<file path="src/rtl/core/ida_pkg.sv">
// ----------------------------------------------------------------------------
// ida_pkg
// Shared types, codes and double-dabble helpers for the decimal ASCII
// formatter.
// ----------------------------------------------------------------------------
package ida_pkg;

  localparam int unsigned BinW  = 32;
  localparam int unsigned NDig  = 10;
  localparam int unsigned BcdW  = 4 * NDig;
  localparam int unsigned DdW   = BcdW + BinW;
  localparam int unsigned StepsPerStage = 8;
  localparam int unsigned NDdStage = BinW / StepsPerStage;

  localparam logic [1:0] MODE_U32 = 2'd0;
  localparam logic [1:0] MODE_U16 = 2'd1;
  localparam logic [1:0] MODE_S16 = 2'd2;
  localparam logic [1:0] MODE_S32 = 2'd3;

  localparam logic [7:0] ASCII_ZERO  = 8'h30;
  localparam logic [7:0] ASCII_MINUS = 8'h2D;
  localparam logic [7:0] ASCII_SPACE = 8'h20;

  localparam logic [3:0] POS_DIG10 = 4'd9;
  localparam logic [3:0] POS_DIG5  = 4'd4;

  typedef logic [DdW-1:0] dd_t;
  typedef logic [NDig-1:0][3:0] bcd_t;

  function automatic dd_t dd_one(input dd_t x);
    dd_t y;
    y = x;
    for (int d = 0; d < NDig; d++) begin
      if (y[BinW + 4*d +: 4] >= 4'd5) begin
        y[BinW + 4*d +: 4] = y[BinW + 4*d +: 4] + 4'd3;
      end
    end
    return {y[DdW-2:0], 1'b0};
  endfunction

  function automatic dd_t dd_stage(input dd_t x);
    dd_t y;
    y = x;
    for (int s = 0; s < StepsPerStage; s++) begin
      y = dd_one(y);
    end
    return y;
  endfunction

endpackage

</file>
<file path="src/rtl/core/integer_to_decimal_ascii.sv">
// ----------------------------------------------------------------------------
// integer_to_decimal_ascii
// Formats a 32-bit value as fixed-width zero-padded decimal ASCII characters.
// ----------------------------------------------------------------------------
// Input channel: in_value and in_mode, one number per beat (in_valid/in_stall).
// Mode 0 gives 10 digits, mode 1 gives 5 digits of the low half, mode 2 gives
// a sign character and 5 digits, mode 3 a sign character and 10 digits.
// Output channel: one ASCII character per beat, most significant first,
// out_last high on the final digit of each number.
// The first character of a number is offered from the output register once
// the number has passed through the sign/magnitude stage and then four
// double-dabble stages of eight shifts each.
// Pacing: the output register sends one character per beat, 10, 5, 6 or 11
// characters per number for modes 0..3; the five pipeline stages take a new
// number every cycle until all of them hold one, then advance one number
// each time the serializer sends its last character.
// Reset clears all valid bits; nothing is kept between numbers.
// A stall on the output holds the current character; full stages back up
// into in_stall without losing or repeating any beat.
// ----------------------------------------------------------------------------
module integer_to_decimal_ascii
  import ida_pkg::*;
(
  input  logic        clk,
  input  logic        rst_n,
  input  logic        in_valid,
  output logic        in_stall,
  input  logic [31:0] in_value,
  input  logic [1:0]  in_mode,
  output logic        out_valid,
  input  logic        out_stall,
  output logic [7:0]  out_character,
  output logic        out_last
);

  localparam int unsigned NStg = NDdStage + 1;

  logic [NStg-1:0] vld_r;
  dd_t             dd_r   [NStg];
  logic [1:0]      mode_r [NStg];
  logic            neg_r  [NStg];
  logic [NStg:0]   adv;

  logic        ser_vld_r, ser_vld_nxt;
  bcd_t        dig_r;
  logic [3:0]  pos_r, pos_nxt;
  logic        sgn_pend_r, sgn_pend_nxt;
  logic        neg_out_r;
  logic        out_take;
  logic        ser_load;

  logic        in_neg;
  logic [31:0] in_mag;

  always_comb begin
    in_neg = 1'b0;
    in_mag = in_value;
    case (in_mode)
      MODE_U32: begin
        in_mag = in_value;
      end
      MODE_U16: begin
        in_mag = {16'd0, in_value[15:0]};
      end
      MODE_S16: begin
        in_neg = in_value[15];
        in_mag = in_value[15] ? {16'd0, 16'd0 - in_value[15:0]} : {16'd0, in_value[15:0]};
      end
      MODE_S32: begin
        in_neg = in_value[31];
        in_mag = in_value[31] ? 32'd0 - in_value : in_value;
      end
      default: begin
        in_mag = in_value;
      end
    endcase
  end

  assign out_take = ser_vld_r && !out_stall;
  assign out_last = !sgn_pend_r && (pos_r == '0);
  assign ser_load = !ser_vld_r || (out_take && out_last);

  always_comb begin
    adv[NStg] = ser_load;
    for (int k = NStg - 1; k >= 0; k--) begin
      adv[k] = !vld_r[k] || adv[k+1];
    end
  end

  assign in_stall = !adv[0];

  always_ff @(posedge clk) begin
    if (!rst_n) begin
      vld_r <= '0;
    end else begin
      if (adv[0]) begin
        vld_r[0] <= in_valid;
      end
      for (int k = 1; k < NStg; k++) begin
        if (adv[k]) begin
          vld_r[k] <= vld_r[k-1];
        end
      end
    end
  end

  always_ff @(posedge clk) begin
    if (adv[0]) begin
      dd_r[0]   <= {{BcdW{1'b0}}, in_mag};
      mode_r[0] <= in_mode;
      neg_r[0]  <= in_neg;
    end
    for (int k = 1; k < NStg; k++) begin
      if (adv[k]) begin
        dd_r[k]   <= dd_stage(dd_r[k-1]);
        mode_r[k] <= mode_r[k-1];
        neg_r[k]  <= neg_r[k-1];
      end
    end
  end

  always_comb begin
    ser_vld_nxt  = ser_vld_r;
    pos_nxt      = pos_r;
    sgn_pend_nxt = sgn_pend_r;
    if (ser_load) begin
      ser_vld_nxt  = vld_r[NStg-1];
      sgn_pend_nxt = mode_r[NStg-1][1];
      pos_nxt      = (mode_r[NStg-1] inside {MODE_U16, MODE_S16}) ? POS_DIG5 : POS_DIG10;
    end else if (out_take) begin
      if (sgn_pend_r) begin
        sgn_pend_nxt = 1'b0;
      end else begin
        pos_nxt = pos_r - 4'd1;
      end
    end
  end

  always_ff @(posedge clk) begin
    if (!rst_n) begin
      ser_vld_r <= 1'b0;
    end else begin
      ser_vld_r <= ser_vld_nxt;
    end
  end

  always_ff @(posedge clk) begin
    pos_r      <= pos_nxt;
    sgn_pend_r <= sgn_pend_nxt;
    if (ser_load) begin
      dig_r     <= dd_r[NStg-1][DdW-1 -: BcdW];
      neg_out_r <= neg_r[NStg-1];
    end
  end

  always_comb begin
    if (sgn_pend_r) begin
      out_character = neg_out_r ? ASCII_MINUS : ASCII_SPACE;
    end else begin
      out_character = ASCII_ZERO + {4'd0, dig_r[pos_r]};
    end
  end

  assign out_valid = ser_vld_r;

endmodule

</file>
<file path="config.mk">
export PLATFORM = sky130hd
export DESIGN_NAME = integer_to_decimal_ascii
export DESIGN_NICKNAME = d
export VERILOG_FILES = /design/src/rtl/core/ida_pkg.sv /design/src/rtl/core/integer_to_decimal_ascii.sv
export SDC_FILE = /design/constraint.sdc
export NUM_CORES = 1
export LEC_CHECK = 0
export ABC_CLOCK_PERIOD_IN_PS = 11700
export BUFFER_PORTS_ARGS = -buffer_cell sky130_fd_sc_hd__buf_2
export CAP_MARGIN = 20
export CORE_ASPECT_RATIO = 0.7
export CORE_UTILIZATION = 38
export CTS_BUF_LIST = sky130_fd_sc_hd__clkbuf_8
export DETAILED_ROUTE_END_ITERATION = 8
export MAX_ROUTING_LAYER = met4
export SYNTH_ARGS = -nofsm -noshare
export SYNTH_HDL_FRONTEND = slang
export SYNTH_SLANG_ARGS = --single-unit
</file>
<file path="constraint.sdc">
create_clock -name clk -period 11.7 [get_ports clk]
set_clock_uncertainty 0.15 [all_clocks]
set_input_delay 2.34 -clock clk [delete_from_list [all_inputs] [get_ports clk]]
set_output_delay 2.34 -clock clk [all_outputs]
set_load 0.01 [all_outputs]
</file>
# After elaboration in Yosys (flattened, before gate mapping)
# Memory sizes are Yosys's and may differ from the RTL's. A register that Yosys moved wholly into a read port is not among the register bits.
# Cells that the tools add are included.
# W data, S select, Z words.
word_totals:
  regBits: 11
  mem_bits_rw: 375
  inputBits: 38
  output_inout_bits: 11
  wordCells: 1349
  mem_count: 3
mem_list:
  columns: ["memory", "words", "width", "rd", "rd_clocked_by_memory_dff", "wr", "line_no", "rtl"]
  rows:
  - ["dd_r", 5, 72, 5, 1, 5, "integer_to_decimal_ascii.sv:39", "dd_t dd_r [NStg];"]
  - ["mode_r", 5, 2, 5, 0, 5, "integer_to_decimal_ascii.sv:40", "logic [1:0] mode_r [NStg];"]
  - ["neg_r", 5, 1, 5, 1, 5, "integer_to_decimal_ascii.sv:41", "logic neg_r [NStg];"]
classes:
  add_sub_neg: 324
  n_lt_le_gt_ge: 321
  n_eq_ne: 6
  mux: 664
  reduce_logical: 23
op_table:
  columns: ["op", "count"]
  rows:
  - ["$mux W4", 582]
  - ["$ge A4 B3 Y1 const B", 320]
  - ["$add A4 B2 Y4 const B", 288]
  - ["$mux W3", 64]
  - ["$pmux W32 S4", 1]
  - ["$add A3 B2 Y3 const B", 32]
  - ["$mux W32", 1]
  - ["$sub A1 B32 Y32 const A", 1]
  - ["$bmux W4 S4", 1]
  - ["$mux W16", 1]
  - ["$sub A1 B16 Y16 const A", 1]
  - ["$mux W1", 12]
  - ["$logic_not A1 Y1", 9]
  - ["$add A6 B4 Y7 const A", 1]
  - ["$mux W7", 1]
  - ["$eq A2 B2 Y1 const B", 3]
  - ["$logic_or A1 B1 Y1", 6]
  - ["$lt A4 B5 Y1 const B", 1]
  - ["$eq A2 B1 Y1 const B", 2]
  - ["$logic_not A4 Y1", 1]
  - ["$reduce_bool A2 Y1", 2]
  - ["$sub A4 B1 Y4 const B", 1]
  - ["$logic_and A1 B1 Y1", 3]
  - ["$logic_not A2 Y1", 1]
  - ["other kinds (3)", 3]

# Longest topological paths before layout
logic_depth:
  word_depth: 30
  mapped_depth: 38
  ltp_nobuf: 38

# Worst setup path after synthesis
# OpenSTA, ideal clock, no wires.
synth_path:
  path_type: "reg2reg"
  start: "memory dd_r[3][60] in the netlist's numbering"
  end: "memory dd_r[4][69] in the netlist's numbering, data pin"
  arrival_time_ns: 6.290
  required_time_ns: 11.285
  slack_ns: 4.995
  path_stages_with_launch: 36
  path_buffers: 0
  period_less_slack_ns: 6.705
  path_cell_list: "edfxtp_1 > inv_1 > ha_1 > inv_1 > ha_1 > a21oi_1 > xnor2_1 > inv_1 > ha_1 > inv_1 > a31oi_1 > o32a_1 > and3_1 > nor4_1 > inv_2 > ha_1 > inv_1 > ha_1 > a21oi_1 > xnor2_2 > ha_1 > nor2b_1 > a221o_1 > and2_1 > o21ai_1 > nand2_1 > xnor2_1 > nand2_1 > ha_1 > a21oi_1 > mux2i_1 > ha_1 > nand2b_1 > a211oi_1 > or3_1 > xnor2_1"
synth_rtl:
  columns: ["item", "line_no"]
  rows:
  - ["from (decl)", "integer_to_decimal_ascii.sv:39"]

==> impl_metrics.json <==
{
  "firstDrtPassIters": 8,
  "wl_microns": 57900,
  "cp_slowest_cell": "o31ai_2",
  "cts_max_path_buffers": 3,
  "grt_max_degree": 44,
  "synth-main-ff-cell": "edfxtp_1",
  "fp-row-count": 82,
  "gp_congestion": 0.834,
  "drc": 0,
  "hp-class": "flip-flop to flip-flop",
  "via_count": 24400,
  "track_usage_pct": 15.8,
  "avgSynthCellArea_sq_um": 8.19,
  "timing.final.crit_period_ps": 7730,
  "stdcell_area_sq_um": 29600,
  "cp_max_fo": 12,
  "report.final.slew_viol_count": 0,
  "syn-cell-area_sq_um": 27700,
  "slowest_delay_ps": 650,
  "worstSkewPairLatency_ps": 620,
  "cp-start-kind": "flip-flop",
  "first_global_vias": 21400,
  "required_ps": 11890,
  "ys_seq_area_share_pct": 26.8,
  "drt_iter0_markers": 2056,
  "max_slew.worst_pin.slew_ps": 1090,
  "area_delta_synth_final_pct": 6.87,
  "regArea_sq_um": 7420,
  "cts_root_buffer": "clkbuf_8",
  "routedWlPerCell_microns": 13.2,
  "numCtsBuffers": 42,
  "grt_overflow": 0,
  "synth_async_sr_flop_share_pct": 0,
  "hold_buffers": 0,
  "critPathCaptureType": "flip-flop",
  "ctsResizeCount": 0,
  "syn_inst": 3384,
  "clock-sinks": 249,
  "setup_viol": 0,
  "cts_tree": "done",
  "yosysTopAreaCell": "edfxtp_1",
  "start_util_pct": 38.6,
  "avgViaCountPerCell": 5.56,
  "nets": 3576,
  "rsz0062_at_grt": "false",
  "worstPathArrival_ps": 7910,
  "critPathMostFrequentCell": "ha_1",
  "placed_cell_area_sq_um": 28800,
  "core_area_sq_um": 71800,
  "antenna_cells_inserted": 0,
  "htreeDepth": 2,
  "drive_above_1_share_pct": 9.21,
  "io_buffers": 45,
  "fin_crit_sh_pct": 66.0,
  "multi_input_area_sq_um": 19100,
  "fmax_mhz": 129,
  "cts.reportedPaths.clkPinSlew_ps": 60,
  "place_hpwl_microns": 44000,
  "dieArea_sq_um": 74000,
  "antenna_found_initial": 0,
  "fin_tns_setup_ps": 0,
  "ys_ff_latch": 249,
  "synth_edf_count": 243,
  "route.antenna.remaining_nets": 0,
  "synth_top_area_share_pct": 26.3,
  "ios": 49,
  "drv_cap": 0,
  "path_class": "flip-flop to flip-flop",
  "grt_first_pass_wirelength_microns": 101000,
  "maxSlewHeadroom_pct": 27.1,
  "synthDistinctLibCells": 126,
  "dieHeight_microns": 228,
  "nFillCells": 7256,
  "outcome": "complete, no violations",
  "die-width_microns": 325,
  "whs_ps": 258,
  "yosysWarningCount": 0,
  "post-cts-setup-buffers": 0,
  "ys_top_cells_by_area": "edfxtp_1, ha_1, o21ai_0, a21oi_1, nor2_1",
  "hold_violations": 0
}
[worst paths after layout]
kind | start | end | cells after the start | slack [ps]
worst max-delay path | dd_r[1][32] | dd_r[2][38] | 27 | 3970
worst min-delay path | dd_r[0][11] | dd_r[1][19] | 0 | 260
worst max register to register | dd_r[1][32] | dd_r[2][38] | 27 | 3970
worst min register to register | dd_r[0][11] | dd_r[1][19] | 0 | 260
[cells in the mapped netlist, types with 17 or more instances]
cell,number
nor2_1,309
nand2_1,303
edfxtp_1,243
o21ai_0,243
a21oi_1,239
inv_1,218
ha_1,147
nor3_1,101
mux2i_1,98
xnor2_1,93
nand3_1,71
clkbuf_1,69
a211oi_1,66
nand2b_1,65
o211ai_1,62
mux2_2,61
and2_1,53
o21a_1,53
xor2_1,44
a31oi_1,40
a21o_1,39
or3_1,39
or2_2,36
nor2b_1,34
o22ai_1,34
o21ai_1,32
a211o_1,30
and3_1,28
o31ai_1,28
a21boi_0,25
a22oi_1,20
o221ai_1,18
o32ai_1,18
nor4_1,17
o211a_1,17
[logic make-up after synthesis]
kind of cell	synth area share [%]
fa+ha+maj	6.78
buf+inv	4.49
xor+xnor	4.78
compound gates	30.2
flops	26.8
other cells	0.0271
simple gates	20.0
mux	6.88
[routing by layer]
layer / wire [microns] / global-route usage [%] / up-vias
met5: 0 / - / -
met4: 600 / 2.84 / 0
met3: 2530 / 2.14 / 36
met2: 22300 / 21.7 / 446
met1: 32500 / 24.4 / 11100
li1: - / - / 12900
[worst max-delay path: cells and delay by family, from the launching register on]
family          cells  cell delay, ps
simple gates        6            1380
flops               1             510
fa+ha+maj           5            1330
mux                 1             150
compound gates     11            3410
buf+inv             4             540
[cell usage in the layout (no fill, tap or decap), types with 14 or more instances in the layout]
master     count
and2_1        53
a211o_1       30
or2_2         36
or3_1         39
o211a_1       17
inv_1        226
o22ai_1       34
edfxtp_1     243
nor3_1       101
o21ai_1       32
o31ai_1       28
a211oi_1      66
xnor2_1       93
a31o_2        14
o211ai_1      62
a21o_1        39
mux2i_1       98
nand2_1      302
nor2b_1       34
a22oi_1       20
a2bb2oi_1     14
nand2b_1      65
mux2_2        61
nand3_1       70
nor2_1       309
xor2_1        44
nor4_1        17
o21ai_0      243
o21bai_1      14
and3_1        28
nor3b_1       14
a21oi_1      239
o21a_1        53
o221ai_1      18
o32ai_1       18
ha_1         147
buf_2         45
a31oi_1       40
a21boi_0      25
clkbuf_8      43
[cell type report]
cell class | count | share of cell area, %
sequential | 249 | 25.0
inverter | 224 | 2.84
multi-input combinational | 2817 | 64.4
timing repair buffer | 57 | 1.11
tap | 966 | 4.08
clock inverter | 29 | 0.570
clock buffer | 43 | 2.00
[per-stage QoR]
stage	setup WS (ps)	utilization, %	std cells
2_1_floorplan	5000	-	3385
3_3_place_gp	4250	40.2	4311
3_5_place_dp	4040	40.2	4311
4_1_cts	4020	41.2	4383
5_1_grt	3300	41.2	4385
6_report	3970	41.2	4385
[state kept, by name, indices dropped and copies added, names as in the netlist]
| name | count |
|---|---|
| mode_r | 10 |
| out_valid | 1 |
| vld_r | 5 |
| pos_r | 4 |
| neg_out_r | 1 |
| neg_r | 5 |
| dig_r | 40 |
| sgn_pend_r | 1 |
| dd_r | 182 |
Power is not shown: default switching activity piles up to over one toggle a cycle in this logic, so the estimate is an artifact.
